--- config.mk ---
export PLATFORM = sky130hd
export DESIGN_NAME = mfc_cell
export DESIGN_NICKNAME = d
export VERILOG_FILES = /design/src/sv/mfc_pkg.sv /design/src/sv/mfc_cell.sv
export SDC_FILE = /design/constraint.sdc
export NUM_CORES = 1
export LEC_CHECK = 0
export BUFFER_PORTS_ARGS = -buffer_cell sky130_fd_sc_hd__buf_2
export CAP_MARGIN = 10
export CORE_ASPECT_RATIO = 1.2
export CORE_MARGIN = 1
export CORE_UTILIZATION = 40
export CTS_BUF_LIST = sky130_fd_sc_hd__clkbuf_16
export DETAILED_ROUTE_END_ITERATION = 8
export HOLD_SLACK_MARGIN = 0.1
export PLACE_DENSITY = 0.61
export SETUP_SLACK_MARGIN = 0.02
export SLEW_MARGIN = 30
export SYNTH_ARGS = -nofsm -noshare
export SYNTH_HDL_FRONTEND = slang
export SYNTH_SLANG_ARGS = --single-unit
--- constraint.sdc ---
create_clock -name aclk -period 14.6 [get_ports aclk]
set_input_delay 2.92 -clock aclk [delete_from_list [all_inputs] [get_ports aclk]]
set_output_delay 2.92 -clock aclk [all_outputs]
set_load 0.02 [all_outputs]
--- src/sv/mfc_pkg.sv ---
// Shared constants, types and helper functions for the matched-filter correlator.
package mfc_pkg;

    // Sizing
    localparam int MAX_TAPS    = 64;
    localparam int MAX_FRAME   = 65536;
    localparam int SAMPLE_BITS = 16;

    // Field widths of the stream words
    localparam int WORD_W  = 16;
    localparam int TAPIN_W = 6;
    localparam int CFG_W   = 7;
    localparam int VALUE_W = 40;
    localparam int POS_W   = 16;

    // Derived widths
    localparam int IN_BITS  = (SAMPLE_BITS < WORD_W) ? SAMPLE_BITS : WORD_W;
    localparam int TAP_W    = $clog2(MAX_TAPS);
    localparam int LEN_W    = $clog2(MAX_TAPS + 1);
    localparam int FP_W     = $clog2(MAX_FRAME);
    localparam int PROD_W   = 2 * IN_BITS;
    localparam int ACC_NEED = PROD_W + TAP_W + 1;
    localparam int ACC_W    = (ACC_NEED > VALUE_W) ? ACC_NEED : VALUE_W;

    // Stream word layout
    localparam int S_TAP_LSB   = 0;
    localparam int S_WORD_LSB  = TAPIN_W;
    localparam int S_TDATA_W   = ((TAPIN_W + WORD_W + 7) / 8) * 8;
    localparam int M_TDATA_W   = ((VALUE_W + POS_W + 7) / 8) * 8;

    // Register reset value and sum limits
    localparam logic [CFG_W-1:0] CFG_RESET = CFG_W'(64);
    localparam longint SUM_MAX = (64'sd1 <<< (VALUE_W - 1)) - 64'sd1;
    localparam longint SUM_MIN = -SUM_MAX - 64'sd1;

    // Input word kinds and result kinds
    localparam logic KIND_LOAD   = 1'b0;
    localparam logic KIND_SAMPLE = 1'b1;
    localparam logic RES_CORR    = 1'b0;
    localparam logic RES_PEAK    = 1'b1;

    typedef enum logic [2:0] {
        ST_IDLE,
        ST_MUL,
        ST_ACC,
        ST_CORR,
        ST_PEAK
    } state_t;

    // Controls broadcast along the cell row
    typedef struct packed {
        logic               shift;
        logic               coef_we;
        logic [TAP_W-1:0]   coef_cell;
        logic [IN_BITS-1:0] coef_data;
        logic               rotate;
        logic               clear_sum;
        logic               acc_en;
        logic [LEN_W-1:0]   len;
    } cell_ctrl_t;

    // Controls for frame position and peak tracking
    typedef struct packed {
        logic advance;
        logic update;
        logic clear;
    } peak_ctrl_t;

    // Taps in use for a register value
    function automatic logic [LEN_W-1:0] len_eff(input logic [CFG_W-1:0] c);
        logic [LEN_W-1:0] r;
        if (c == '0) begin
            r = LEN_W'(1);
        end else if (32'(c) > MAX_TAPS) begin
            r = LEN_W'(MAX_TAPS);
        end else begin
            r = LEN_W'(c);
        end
        return r;
    endfunction

    // Clamp a wide sum to the signed result range
    function automatic logic signed [VALUE_W-1:0] sat_sum(input logic signed [ACC_W-1:0] a);
        logic signed [ACC_W-1:0] r;
        if (a > ACC_W'(SUM_MAX)) begin
            r = ACC_W'(SUM_MAX);
        end else if (a < ACC_W'(SUM_MIN)) begin
            r = ACC_W'(SUM_MIN);
        end else begin
            r = a;
        end
        return r[VALUE_W-1:0];
    endfunction

    // Low bits of a position as reported
    function automatic logic [POS_W-1:0] pos16(input logic [31:0] p);
        return p[POS_W-1:0];
    endfunction

endpackage

--- src/sv/mfc_cell.sv ---
// One correlator cell: delay-line sample, template coefficient, product and partial sum.
module mfc_cell
    import mfc_pkg::*;
(
    input  logic                      aclk,
    input  cell_ctrl_t                ctl,
    input  logic [TAP_W-1:0]          cell_idx,
    input  logic signed [IN_BITS-1:0] sample_in,
    output logic signed [IN_BITS-1:0] sample_out,
    input  logic signed [IN_BITS-1:0] coef_in,
    output logic signed [IN_BITS-1:0] coef_out,
    input  logic signed [ACC_W-1:0]   psum_in,
    output logic signed [ACC_W-1:0]   psum_out
);

    logic signed [IN_BITS-1:0] sample_reg, sample_next;
    logic signed [IN_BITS-1:0] coef_reg, coef_next;
    logic signed [PROD_W-1:0]  prod_reg, prod_next;
    logic signed [ACC_W-1:0]   psum_reg, psum_next;
    logic                      active;

    // Shift samples, load or rotate the coefficient, multiply and accumulate
    always_comb begin
        sample_next = ctl.shift ? sample_in : sample_reg;

        if (ctl.coef_we && (cell_idx == ctl.coef_cell)) begin
            coef_next = $signed(ctl.coef_data);
        end else if (ctl.rotate) begin
            coef_next = coef_in;
        end else begin
            coef_next = coef_reg;
        end

        active = LEN_W'(cell_idx) < ctl.len;
        if (active) begin
            prod_next = sample_reg * coef_reg;
        end else begin
            prod_next = '0;
        end

        if (ctl.clear_sum) begin
            psum_next = '0;
        end else if (ctl.acc_en) begin
            psum_next = psum_in + ACC_W'(prod_reg);
        end else begin
            psum_next = psum_reg;
        end
    end

    always_ff @(posedge aclk) begin
        sample_reg <= sample_next;
        coef_reg   <= coef_next;
        prod_reg   <= prod_next;
        psum_reg   <= psum_next;
    end

    assign sample_out = sample_reg;
    assign coef_out   = coef_reg;
    assign psum_out   = psum_reg;

endmodule

; Word-level counts from Yosys, hierarchy flattened
; Cells that the tools add are included.
[classes]
n_addsub = 1
n_mul = 1
n_div = 0
magnitude_cmp = 1
eq_ne = 1
n_shift = 0
mux = 2
n_bitwise = 0
reduce_logical = 2
[op_table]
columns = operator, count
row1 = adder 40 x 32 -> 40 bit, 1
row2 = multiplier 16 x 16 -> 32 bit, 1
row3 = two-way mux 16 bit, 2
row4 = < comparator 6 x 7 -> 1 bit, 1
row5 = equality test 6 bit, 1
row6 = nonzero test 2 bit, 1
row7 = logical AND 1 bit, 1
[word_totals]
regBits = 104
latch_bits = 0
mem_bits_rw = 0
rom_bits = 0
in_bits = 113
output_inout_bits = 72
elab_cells = 12
mem_count = 0

; Logic depth before layout (Yosys ltp)
[logic_depth]
ltp_word = 3
ltp_mapped = 24

; Least setup slack after synthesis
; Ideal clock, no wire load.
[synth_timing]
kind = reg-to-reg
start = register sample_reg[15], in the netlist sample_out[15]
end = register prod_reg[31]
arrival_time_ns = 6.213
required_time_ns = 14.480
setup_slack_ns = 8.268
stages_incl_launch_ff = 20
n_path_buf = 1
cell_sequence = edfxtp_1 > clkbuf_1 > nand2_1 > inv_1 > fa_1 > fa_1 > fa_1 > fa_1 > fa_1 > inv_1 > fa_1 > inv_1 > ha_1 > and3_1 > and4_1 > and3_1 > a211oi_1 > o21ai_0 > nor4bb_1 > a211o_1
[synth_between]
elab_chain_len = 1
[synth_lines]
columns = item, line
row1 = "start, declared", mfc_cell.sv:16  ; logic signed [IN_BITS-1:0] sample_reg, sample_next;
row2 = "start signal, assigned", mfc_cell.sv:51  ; sample_reg <= sample_next;
row3 = multiplier 16 x 16 -> 32 bit, mfc_cell.sv:36  ; prod_next = sample_reg * coef_reg;
row4 = "end signal, assigned", mfc_cell.sv:53  ; prod_reg <= prod_next;
row5 = "end, declared", mfc_cell.sv:18  ; logic signed [PROD_W-1:0] prod_reg, prod_next;
; No other way between the ends.
; A chain may end at the register's enable or synchronous reset.

; Final worst setup path
[layout_timing]
start = register coef_reg[1], in the netlist coef_out[1]
end = register prod_reg[31]
[layout_between]
elab_chain_len = 1
[layout_lines]
columns = item, line
row1 = "start, declared", mfc_cell.sv:17  ; logic signed [IN_BITS-1:0] coef_reg, coef_next;
row2 = "start signal, assigned", mfc_cell.sv:52  ; coef_reg <= coef_next;
row3 = multiplier 16 x 16 -> 32 bit, mfc_cell.sv:36
; No other way between the ends.

==> reports/metrics.csv <==
stage,metric,value,unit
final_layout,# diodes,0,
die,starting density of the core,0.4085,
setup_path,Required @ worst endpoint,14.87,ns
grt,total congestion overflow,0,
route,Final ANT Viol Nets,0,
final_layout,"commonest non-fill, non-tap cell in the layout",inv_1,
clock_network,clock latency at the later pin of the worst-skew pair,0.39,ns
synth,Synth Area in Adders,0.4515,
clock_network,CTS Sinks,104,
setup_path,largest fanout on the critical path,17,
clock_network,"Setup Fix Bufs, Post-CTS",0,
synth,Post-synth EDFFs,32,
synth,"Avg Cell Area, Syn",9.424,µm²
setup_path,Critical Path End Type,flip-flop,
clock_network,Post-CTS Hold Buffers,0,
run,Max Cap Viol,0,
clock_network,TritonCTS clock tree,built,
die,Die Span X,179.7,µm
route,Via-to-Cell Ratio,4.984,
grt,largest net degree at the start of global routing,61,
die,Die Ht,215.2,µm
synth,Cell variety after synth,56,
grt,all-layer global routing usage,0.1977,
clock_network,clk root buf,clkbuf_16,
setup_path,CP top delay family,adder cells,
synth,Post-Syn Instances,1608,
synth,sequential area share after synthesis,0.1585,
synth,synthesized area,0.01515,mm²
grt,initial antenna violation count,0,
clock_network,clock-pin slew on the worst setup and hold paths,0.07,ns
synth,multiplexer share of the synthesized area,0.02849,
synth,"FF+latch count, synth",104,
sta,worst slew pin tran,0.9104,ns
grt,vias in the first global route,11970,
sta,final setup vio count,0,
placement,detailed-placement wirelength estimate,30320,µm
sta,Final Hold Fails,0,
die,Rows,77,
sta,minimum clock period,6.770,ns
final_layout,Filler cells,3663,
final_layout,layout cell share with drive strength beyond 1,0.1300,
route,Avg WL per Cell,16.31,µm
clock_network,clk buf depth,2,
route,via count,11150,
placement,global placer's final weighted congestion,0.9085,
synth,largest family of logic cells by synthesized area,adder cells,
sta,unrepaired setup endpoints after global routing,no,
synth,ys async rst share,0,
sta,"Slew Viols, Final",0,
synth,syn nets,2110,
clock_network,number of cells upsized or downsized after cts,0,
die,I/O pins,185,
synth,area share of xor/xnor cells in the synthesized design,0.03930,
sta,Clock Skew,0.01188,ns
grt,first-pass GRT wire length,61140,µm
clock_network,Inserted Clock Buffers,9,
die,Core Region,0.03709,mm²
setup_path,WP buf/inv,3,
route,1st-iter DRT viols,569,
die,die area,0.03867,mm²
sta,FMAX,0.1477,GHz
outcome,status,"complete, but fails checks",
sta,Slew headroom,0.3931,
placement,PortBufs,184,
outcome,failing checks,DRC,
setup_path,crit-path cells,nand2_1 -> inv_1 -> fa_1 -> fa_1 -> fa_1 -> fa_1 -> fa_1 -> inv_1 -> fa_1 -> inv_1 -> ha_1 -> and3_1 -> and4_1 -> and3_1 -> a211oi_1 -> o21ai_0 -> nor4bb_1 -> a211o_1,
setup_path,Arrival @ worst endpoint,7.04,ns
synth,Simple-Gate Fraction of Synth Area,0.1547,
final_layout,max reg flops,40,
final_layout,area of the multi-input gates,0.01146,mm²
sta,part of the cycle the worst path needs,0.4637,
final_layout,Area Overhead vs Synth,11.12,%
setup_path,Slowest cell on crit path,fa_1,
synth,Synth Flop Type,dfxtp_1,
synth,post-synthesis compound-gate area fraction,0.08150,
final_layout,most frequent cells in the layout,"inv_1 (298), fa_1 (263), buf_2 (184)",
clock_network,H-tree depth,3,
route,Pre-antenna DRT Iters,8,
final_layout,Nets,2259,
synth,Yosys warnings,0,
setup_path,CP startpoint kind,flip-flop,
min_path,Hold/Removal Path Class,flip-flop to flip-flop,
route,DR DRC count,15,
setup_path,CP Class,flip-flop to flip-flop,
final_layout,register area,0.002402,mm²
setup_path,Crit path top cell by count,fa_1,
setup_path,CP max stage delay,0.89,ns
route,Detailed Route WL,36480,µm
sta,TNS Setup,0,ns
synth_stat cells, drive strengths merged, types with 3 or more instances:
library cell  count  share of area
xnor2            45          0.026
o21a              7         0.0035
o31a              3         0.0017
or2               4         0.0017
o21bai            3         0.0015
nor2             87          0.022
a211oi           15         0.0078
dfxtp            72          0.095
nand4             8         0.0033
nor4bb            5         0.0033
mux2             17          0.013
a21o             39          0.019
nor3b             9         0.0045
fa              263           0.35
a211o             4         0.0023
nand2b           15         0.0062
nand2           163          0.040
nor4              5         0.0021
ha              126           0.10
and2            119          0.049
edfxtp           32          0.063
a31oi            10         0.0041
o22ai             5         0.0021
or4               4         0.0020
buf               4        0.00099
nor3             11         0.0036
inv             298          0.074
nor2b            10         0.0046
o31ai             5         0.0025
o21ai            28         0.0092
and3              9         0.0037
nand3            12         0.0040
mux2i            24          0.016
xor2             23          0.013
a21oi            54          0.018
clkbuf           45          0.011
and4              3         0.0017
worst reg2reg max path: cells and delay by family, from the launching register on:
family | cells | cell delay (ns)
compound gates | 3 | 0.81
flops | 1 | 0.75
fa+ha+maj | 7 | 3.79
simple gates | 5 | 1.05
buf+inv | 3 | 0.25
final timing paths:
path	endpoint	start	slack, ns	cells past startpoint
setup / recovery	prod_reg[31]	coef_out[1]	7.83	18
setup reg to reg	prod_reg[31]	coef_out[1]	7.83	18
hold reg to reg	psum_out[21]	psum_out[21]	0.48	2
hold / removal	psum_out[21]	psum_out[21]	0.48	2
layout make-up:
type | instances | share of cell area
Timing Repair Buffer | 187 | 0.05603
Inverter | 298 | 0.06643
Clock buffer | 9 | 0.01337
Multi-Input combinational cell | 1157 | 0.6804
Tap cell | 474 | 0.03522
Clock inverter | 7 | 0.005870
Sequential cell | 104 | 0.1427
through the flow:
step	util	area (µm²)	std cells	hold slack (ns)	setup slack, ns
finish	0.4540	16840	2236	0.4790	7.830
global route	0.4540	16840	2236	0.4956	7.381
floorplan	-	15150	1608	0.5440	8.268
CTS	0.4540	16840	2236	0.4787	7.847
global placement	0.4452	16510	2220	0.4639	8.000
detailed placement	0.4452	16510	2220	0.4674	7.839
cells by family after synthesis:
family                   Yosys count
multiplexers                      41
buffers and inverters            347
flip-flops                       104
AND/OR/NAND/NOR                  470
XOR/XNOR                          68
AO/OA/AOI/OAI                    189
adder cells (fa/ha/maj)          389
metal layers:
metal  vias up  track usage  routed length (µm)
met2       301       0.3328               16960
met1      5440       0.2599               17020
met5         -            0                   0
li1       5358            -                   -
met3        46      0.03271                1791
met4         0      0.06149                 710
Power is not shown: default switching activity piles up to over one toggle a cycle in this logic, so the estimate is an artifact.
