`src/sv/mfc_pkg.sv`:
```
// Shared constants, types and helper functions for the matched-filter correlator.
package mfc_pkg;

    // Sizing
    localparam int MAX_TAPS    = 64;
    localparam int MAX_FRAME   = 65536;
    localparam int SAMPLE_BITS = 16;

    // Field widths of the stream words
    localparam int WORD_W  = 16;
    localparam int TAPIN_W = 6;
    localparam int CFG_W   = 7;
    localparam int VALUE_W = 40;
    localparam int POS_W   = 16;

    // Derived widths
    localparam int IN_BITS  = (SAMPLE_BITS < WORD_W) ? SAMPLE_BITS : WORD_W;
    localparam int TAP_W    = $clog2(MAX_TAPS);
    localparam int LEN_W    = $clog2(MAX_TAPS + 1);
    localparam int FP_W     = $clog2(MAX_FRAME);
    localparam int PROD_W   = 2 * IN_BITS;
    localparam int ACC_NEED = PROD_W + TAP_W + 1;
    localparam int ACC_W    = (ACC_NEED > VALUE_W) ? ACC_NEED : VALUE_W;

    // Stream word layout
    localparam int S_TAP_LSB   = 0;
    localparam int S_WORD_LSB  = TAPIN_W;
    localparam int S_TDATA_W   = ((TAPIN_W + WORD_W + 7) / 8) * 8;
    localparam int M_TDATA_W   = ((VALUE_W + POS_W + 7) / 8) * 8;

    // Register reset value and sum limits
    localparam logic [CFG_W-1:0] CFG_RESET = CFG_W'(64);
    localparam longint SUM_MAX = (64'sd1 <<< (VALUE_W - 1)) - 64'sd1;
    localparam longint SUM_MIN = -SUM_MAX - 64'sd1;

    // Input word kinds and result kinds
    localparam logic KIND_LOAD   = 1'b0;
    localparam logic KIND_SAMPLE = 1'b1;
    localparam logic RES_CORR    = 1'b0;
    localparam logic RES_PEAK    = 1'b1;

    typedef enum logic [2:0] {
        ST_IDLE,
        ST_MUL,
        ST_ACC,
        ST_CORR,
        ST_PEAK
    } state_t;

    // Controls broadcast along the cell row
    typedef struct packed {
        logic               shift;
        logic               coef_we;
        logic [TAP_W-1:0]   coef_cell;
        logic [IN_BITS-1:0] coef_data;
        logic               rotate;
        logic               clear_sum;
        logic               acc_en;
        logic [LEN_W-1:0]   len;
    } cell_ctrl_t;

    // Controls for frame position and peak tracking
    typedef struct packed {
        logic advance;
        logic update;
        logic clear;
    } peak_ctrl_t;

    // Taps in use for a register value
    function automatic logic [LEN_W-1:0] len_eff(input logic [CFG_W-1:0] c);
        logic [LEN_W-1:0] r;
        if (c == '0) begin
            r = LEN_W'(1);
        end else if (32'(c) > MAX_TAPS) begin
            r = LEN_W'(MAX_TAPS);
        end else begin
            r = LEN_W'(c);
        end
        return r;
    endfunction

    // Clamp a wide sum to the signed result range
    function automatic logic signed [VALUE_W-1:0] sat_sum(input logic signed [ACC_W-1:0] a);
        logic signed [ACC_W-1:0] r;
        if (a > ACC_W'(SUM_MAX)) begin
            r = ACC_W'(SUM_MAX);
        end else if (a < ACC_W'(SUM_MIN)) begin
            r = ACC_W'(SUM_MIN);
        end else begin
            r = a;
        end
        return r[VALUE_W-1:0];
    endfunction

    // Low bits of a position as reported
    function automatic logic [POS_W-1:0] pos16(input logic [31:0] p);
        return p[POS_W-1:0];
    endfunction

endpackage

```
`src/sv/mfc_peak.sv`:
```
// Frame position counter, window start index and running peak search.
module mfc_peak
    import mfc_pkg::*;
(
    input  logic                      aclk,
    input  logic                      aresetn,
    input  peak_ctrl_t                ctl,
    input  logic [LEN_W-1:0]          len,
    input  logic signed [VALUE_W-1:0] win_value,
    output logic                      win_hit,
    output logic [POS_W-1:0]          win_pos,
    output logic signed [VALUE_W-1:0] peak_value,
    output logic [POS_W-1:0]          peak_pos
);

    logic [FP_W-1:0]           pos_reg, pos_next;
    logic [FP_W-1:0]           item_idx_reg, item_idx_next;
    logic signed [VALUE_W-1:0] best_value_reg, best_value_next;
    logic [POS_W-1:0]          best_pos_reg, best_pos_next;
    logic                      best_seen_reg, best_seen_next;

    // Window present once the frame holds a full template
    assign win_hit = (32'(pos_reg) + 32'd1) >= 32'(len);
    assign win_pos = pos16(32'(item_idx_reg) + 32'd1 - 32'(len));

    // Peak report, with the trailing zero entries of the frame taken in
    always_comb begin
        peak_value = '0;
        peak_pos   = '0;
        if (best_seen_reg) begin
            if ((len > LEN_W'(1)) && best_value_reg[VALUE_W-1]) begin
                peak_pos = pos16(32'(item_idx_reg) + 32'd2 - 32'(len));
            end else begin
                peak_value = best_value_reg;
                peak_pos   = best_pos_reg;
            end
        end
    end

    // Advance position, track best window, drop all at frame end
    always_comb begin
        pos_next        = pos_reg;
        item_idx_next   = item_idx_reg;
        best_value_next = best_value_reg;
        best_pos_next   = best_pos_reg;
        best_seen_next  = best_seen_reg;
        if (ctl.advance) begin
            item_idx_next = pos_reg;
            if (pos_reg < FP_W'(MAX_FRAME - 1)) begin
                pos_next = pos_reg + FP_W'(1);
            end
        end
        if (ctl.update && (!best_seen_reg || (win_value > best_value_reg))) begin
            best_value_next = win_value;
            best_pos_next   = win_pos;
            best_seen_next  = 1'b1;
        end
        if (ctl.clear) begin
            pos_next        = '0;
            best_value_next = '0;
            best_pos_next   = '0;
            best_seen_next  = 1'b0;
        end
    end

    always_ff @(posedge aclk) begin
        if (!aresetn) begin
            pos_reg        <= '0;
            best_value_reg <= '0;
            best_pos_reg   <= '0;
            best_seen_reg  <= 1'b0;
        end else begin
            pos_reg        <= pos_next;
            best_value_reg <= best_value_next;
            best_pos_reg   <= best_pos_next;
            best_seen_reg  <= best_seen_next;
        end
    end

    always_ff @(posedge aclk) begin
        item_idx_reg <= item_idx_next;
    end

endmodule

```
`config.mk`:
```
export PLATFORM = sky130hd
export DESIGN_NAME = mfc_peak
export DESIGN_NICKNAME = d
export VERILOG_FILES = /design/src/sv/mfc_pkg.sv /design/src/sv/mfc_peak.sv
export SDC_FILE = /design/constraint.sdc
export NUM_CORES = 1
export LEC_CHECK = 0
export ABC_CLOCK_PERIOD_IN_PS = 3300
export BUFFER_PORTS_ARGS = -buffer_cell sky130_fd_sc_hd__buf_2
export CORE_ASPECT_RATIO = 1.5
export CORE_MARGIN = 3
export CORE_UTILIZATION = 40
export CTS_CLUSTER_DIAMETER = 150
export CTS_CLUSTER_SIZE = 24
export DETAILED_ROUTE_END_ITERATION = 8
export SYNTH_ARGS = -nofsm -noshare
export SYNTH_HDL_FRONTEND = slang
export SYNTH_SLANG_ARGS = --single-unit
export TNS_END_PERCENT = 1
```
`constraint.sdc`:
```
create_clock -name aclk -period 3.3 [get_ports aclk]
set_clock_uncertainty 0.15 [all_clocks]
set_input_delay 0.66 -clock aclk [delete_from_list [all_inputs] [get_ports aclk]]
set_output_delay 0.66 -clock aclk [all_outputs]
set_load 0.02 [all_outputs]
```
* Word-level counts from Yosys, hierarchy flattened
Cells that the tools add are included.
Storage, ports and cells: register bits 89, bits of input ports 52, output and inout port bits 73, logic and storage cells 26
Operators by class: add/sub/neg operators 6, $lt $le $gt $ge 4, mux-type cells 4, bitwise gates (word level) 1, reductions and logical operators 6
Operators by type and width (count):
- 2-to-1 mux 40 bit | 2
- > comparator 40 bit | 1
- adder 16 x 1 -> 16 bit, second input constant | 2
- 2-to-1 mux 16 bit | 2
- subtractor 16 x 7 -> 16 bit | 2
- adder 16 x 1 -> 17 bit, second input constant | 1
- greater-or-equal comparator 17 x 7 -> 1 bit | 1
- adder 16 x 2 -> 16 bit, second input constant | 1
- < comparator 16 bit, second input constant | 1
- > comparator 7 x 1 -> 1 bit, second input constant | 1
- logical AND 1 bit | 2
- AND reduction 2 bit | 1
- OR reduction 2 bit | 1
- zero test 1 bit | 1
- logical OR 1 bit | 1
- NOT 1 bit | 1

* Longest topological paths before layout
word-level depth 4, depth in mapped cells 13, gate-level depth less buffers 13

* Worst setup path before layout
OpenSTA, ideal clock, no wires.
kind input port to output port, from input port len[6], to output port peak_pos[13], arrival 3147 ps, data required time 2490 ps, path slack -657 ps, stages on the path 11, path buffers 1, path through inv_1 > ha_1 > ha_1 > clkbuf_1 > a21oi_1 > o21ai_0 > a31o_2 > a21o_1 > a211o_1 > xnor2_1 > o21ai_0
Between the ends: word-level cells in the longest chain between the ends 4, elaborated cells between the ends (all ways) 5, classes of those cells 1 x add/sub; 1 x order compare; 2 x mux; 1 x reduce/logical
Ends and longest elaborated chain:
- from (decl) | RTL line mfc_peak.sv:8 | input logic [LEN_W-1:0] len,
- parallel branches: the longest is 2 deep, another holds subtractor 16 x 7 -> 16 bit
- 2-to-1 mux 16 bit * | RTL line mfc_peak.sv:31 | if ((len > LEN_W'(1)) && best_value_reg[VALUE_W-1]) begin
- 2-to-1 mux 16 bit * | RTL line mfc_peak.sv:30 | if (best_seen_reg) begin
- to (decl) | RTL line mfc_peak.sv:13 | output logic [POS_W-1:0] peak_pos
Every way passes the cells marked *.

* Worst setup path in the final report
from input port len[1], to output port peak_pos[8]
Same word-level chain as after synthesis.

==> results <==
- During synthesis, Yosys emitted a total of 0 warnings.
- The launching element type of the critical path is a primary input.
- For the worst setup path, the data required time is approximately 2.5 ns.
- Across the run, the number of max-cap violations was 0.
- The final critical-path setup slack is -0.180 ns.
- The most utilized layer in the global route result is met2.
- The met2 usage is 0.386.
- The initial antenna violation count came to 0.
- For the pin with the worst max-slew slack, the measured transition is 1.11 ns.
- The starting density of the core is 0.413.
- In the global route stage, overall resource usage came out at 0.202.
- The net count of the mapped netlist is 945.
- The path class of the tightest hold or removal check is reg -> reg.
- The via density per instance is approximately 5.2.
- The final net count is roughly 1100.
- The first global-routing pass estimated approximately 30000 um of wire.
- The horizontal die dimension is approximately 110 um.
- The number of DRC markers after the initial detailed-route iteration is 391.
- The number of clock buffers added by TritonCTS is 9.
- The clock reaches the later pin of the worst-skew pair after approximately 0.35 ns.
- Once detailed placement completed, the half-perimeter wirelength came to approximately 14000 um.
- The number of flip-flops under the largest register name is 40.
- The buffer levels on the longest clock path is 2.
- The power density over the cells is roughly 340 mW/mm2.
- The cell sitting at the root of the clock tree is a sky130_fd_sc_hd__clkbuf_16.
- After clock tree synthesis, the clock-pin slew on the worst setup and hold paths is ~0.07 ns.
- The total via count in the routed design is between 6000 and 7000.
- The largest area contributor in the synthesized netlist is sky130_fd_sc_hd__dfxtp_1.
- The clock drives roughly 90 sinks.
- The average instance in the mapped netlist occupies 7.98 um2.
- The area overhead of the layout relative to synthesis is 36.1%.
- The share of the core filled with cells in the final layout is 0.562.
- The share of final-layout standard cells stronger than drive strength 1 is 0.319.
- The critical path class is in -> out.
- The met1 global-route usage is 0.224.
- The run finished, with violations left.
- The number of global-route vias before repair came to ~6200.
- In this run the static leakage power is just under 4 nW.
- In the synthesized netlist the dominant register cell turns out to be sky130_fd_sc_hd__dfxtp_1.
- Of the available clock period, the critical path in the final layout requires 1.05.
- The count of flip-flops with a built-in enable after synthesis is 16.
- The number of iterations in the first detailed-routing pass is 5.
- The total DRC errors in the routed layout is 0.
- The peak fanout along the critical path is 2.
- The number of endpoints with negative hold slack in the final report is 0.
- The area share of the largest cell type after synthesis is 0.223.
- Setup repair after global routing could not meet its margin everywhere.
- The combined area of all synthesized cells is 0.00654 mm2.
- The global-route met3 utilization is 0.0271.
- The CTS H-tree depth is 3.
- Setup violations remaining at the end of the flow were counted as 21.
- The routed length per instance is 15.1 um.
- The die height is roughly 160 um.
- between 100 and 150 I/O pins were placed.
- After synthesis, the cell types taking the most area are sky130_fd_sc_hd__dfxtp_1 22%, sky130_fd_sc_hd__ha_1 14%, sky130_fd_sc_hd__nand2_1 8.1%.
- The checks that failed: setup timing.
- Synthesis inferred between 80 and 90 register bits.
- The count of unique library cells instantiated by Yosys is 61.
- The area enclosed by the die boundary is 0.0180 mm2.
- The peak supply drop is 0.204 mV.
- The placeable core region is between 0.015 and 0.02 mm2.
- The global placer's final weighted congestion is around 0.86.
- For this run, the register share of the synthesized area comes to 0.297.
- Subtracting the final worst setup slack from the clock period gives 3.48 ns.
- The number of placement rows is 56.
- The number of I/O port buffers is around 120.
- The total global routing overflow is 0.
- The number of pins exceeding their max-slew limit in the final report is 0.
- Data on the critical path arrives at its endpoint at ~2.7 ns.
- The residual antenna-violating net count after detailed routing is 0.
- The post-placement setup slack is -0.506 ns.
- TritonCTS built the clock tree.
- Counting every instance in the synthesized netlist gives 820.
- The type of element capturing the critical path is an output port.
- Entering global routing, the biggest net connects 56 pins.
- The routed design has 18300 um of wire.
- The proportion of register bits with asynchronous set or reset after synthesis is 0.
- The achievable clock frequency is between 200 and 300 MHz.
- The worst pin sits at a relative slew slack of 0.260.
- The antenna diode count is 0.
where the power goes:
part	switching [W]	leakage, nW	internal [W]
Combinational	0.000451	2.99	0.000389
Clock	0.000458	0.148	0.000592
Sequential	0.0000189	0.763	0.00114
Total	0.000928	3.90	0.00212
cells by family (layout without fill, tap and decap cells):
family,after synthesis,after routing,synth area share
multiplexers,45,45,0.0689
flip-flops,89,89,0.297
buffers and inverters,124,313,0.0765
AND/OR/NAND/NOR,302,302,0.218
XOR/XNOR,42,42,0.0562
AO/OA/AOI/OAI,145,145,0.141
adder cells (fa/ha/maj),73,73,0.142
synthesized netlist by cell type, drive strengths merged (7+ instances only):
cell / n
nand2: 141
and3: 7
a21o: 11
buf: 8
o31ai: 11
xor2: 22
nand4: 27
o21ai: 18
ha: 71
mux2i: 45
xnor2: 20
nor2: 31
nand3: 16
inv: 73
nor2b: 9
a21oi: 63
nor3: 45
dfxtp: 73
a31oi: 10
clkbuf: 43
edfxtp: 16
path summary, 6_finish.rpt:
| kind | startpoint | end | slack (ns) | cells past startpoint |
|---|---|---|---|---|
| setup reg to reg | best_value_reg[39] | best_value_reg[21] | 0.10 | 10 |
| hold / removal | best_value_reg[7] | best_value_reg[7] | 0.31 | 2 |
| hold reg to reg | best_value_reg[7] | best_value_reg[7] | 0.31 | 2 |
| setup / recovery | len[1] | peak_pos[8] | -0.18 | 14 |
metrics by stage:
stage                     total power, W  instances  TNS, ns  cell area [um2]  hold slack [ns]
after floorplan                  0.00161        820    -2.15             6630            0.256
after global placement           0.00190       1186   -22.28             8020            0.292
after detailed placement         0.00190       1186   -22.25             8020            0.297
after CTS                        0.00306       1212    -2.04             8840            0.309
after global routing             0.00319       1212    -6.14             8900            0.326
final                            0.00305       1212    -2.02             8900            0.307
worst max-delay path, stage by stage:
cell and delay [ns]:
sky130_fd_sc_hd__buf_6 0.10, sky130_fd_sc_hd__ha_4 0.26, sky130_fd_sc_hd__inv_4 0.04, sky130_fd_sc_hd__ha_4 0.15, sky130_fd_sc_hd__buf_4 0.13, sky130_fd_sc_hd__a21o_1 0.18
sky130_fd_sc_hd__a21oi_2 0.16, sky130_fd_sc_hd__buf_4 0.15, sky130_fd_sc_hd__nor2_2 0.05, sky130_fd_sc_hd__a31oi_1 0.20, sky130_fd_sc_hd__xnor2_1 0.16, sky130_fd_sc_hd__nand2_1 0.09
sky130_fd_sc_hd__a21oi_2 0.16, sky130_fd_sc_hd__buf_4 0.17
what timing repair did:
action	CTS	global route
hold buffers	0	0
setup endpoints to repair	25	70
gates resized for setup	100	16
buffers inserted	11	0
pin swaps	36	9
hold endpoints to repair	0	0
area by class of cell:
cell class / count / area (um2)
fillers: 1518 / 6930
multi-input cells: 607 / 4610
flip-flops and latches: 89 / 1940
repair buffers: 224 / 1520
inverters: 73 / 277
well taps: 203 / 254
clock buffers: 10 / 229
clock inverters: 6 / 65.1
cells in the final DEF, fill, tap and decap left out, types with 5 or more instances in the layout:
cell type                   netlist  layout
sky130_fd_sc_hd__dfxtp_1         73      73
sky130_fd_sc_hd__nor3_1          44      43
sky130_fd_sc_hd__nand3_1         16      15
sky130_fd_sc_hd__o21ai_2          1       6
sky130_fd_sc_hd__buf_2            1     102
sky130_fd_sc_hd__nand4_1         27      27
sky130_fd_sc_hd__nor2b_1          9       5
sky130_fd_sc_hd__ha_1            71      55
sky130_fd_sc_hd__o31ai_1         10       9
sky130_fd_sc_hd__ha_4             0      15
sky130_fd_sc_hd__edfxtp_1        16      16
sky130_fd_sc_hd__xor2_1          22      19
sky130_fd_sc_hd__inv_2            1       7
sky130_fd_sc_hd__clkbuf_16        0       9
sky130_fd_sc_hd__a21oi_4          0       6
sky130_fd_sc_hd__nand2_1        141     141
sky130_fd_sc_hd__inv_1           72      65
sky130_fd_sc_hd__o21ai_1          1       8
sky130_fd_sc_hd__nand2b_1         5       5
sky130_fd_sc_hd__buf_6            4      12
sky130_fd_sc_hd__xnor2_1         20      16
sky130_fd_sc_hd__nor2_1          31      29
sky130_fd_sc_hd__buf_4            1     106
sky130_fd_sc_hd__a21oi_2          0      12
sky130_fd_sc_hd__mux2i_1         45      45
sky130_fd_sc_hd__a31oi_1         10       9
sky130_fd_sc_hd__and3_1           7       6
sky130_fd_sc_hd__a21oi_1         63      45
sky130_fd_sc_hd__a21o_1          11      11
routing by layer:
layer / vias up / share of wire
met3: 33 / 0.034
met2: 134 / 0.54
met5: - / 0
met4: 0 / 0.030
met1: 2939 / 0.40
li1: 3211 / -
No activity file was read; power rests on OpenSTA's default activity.
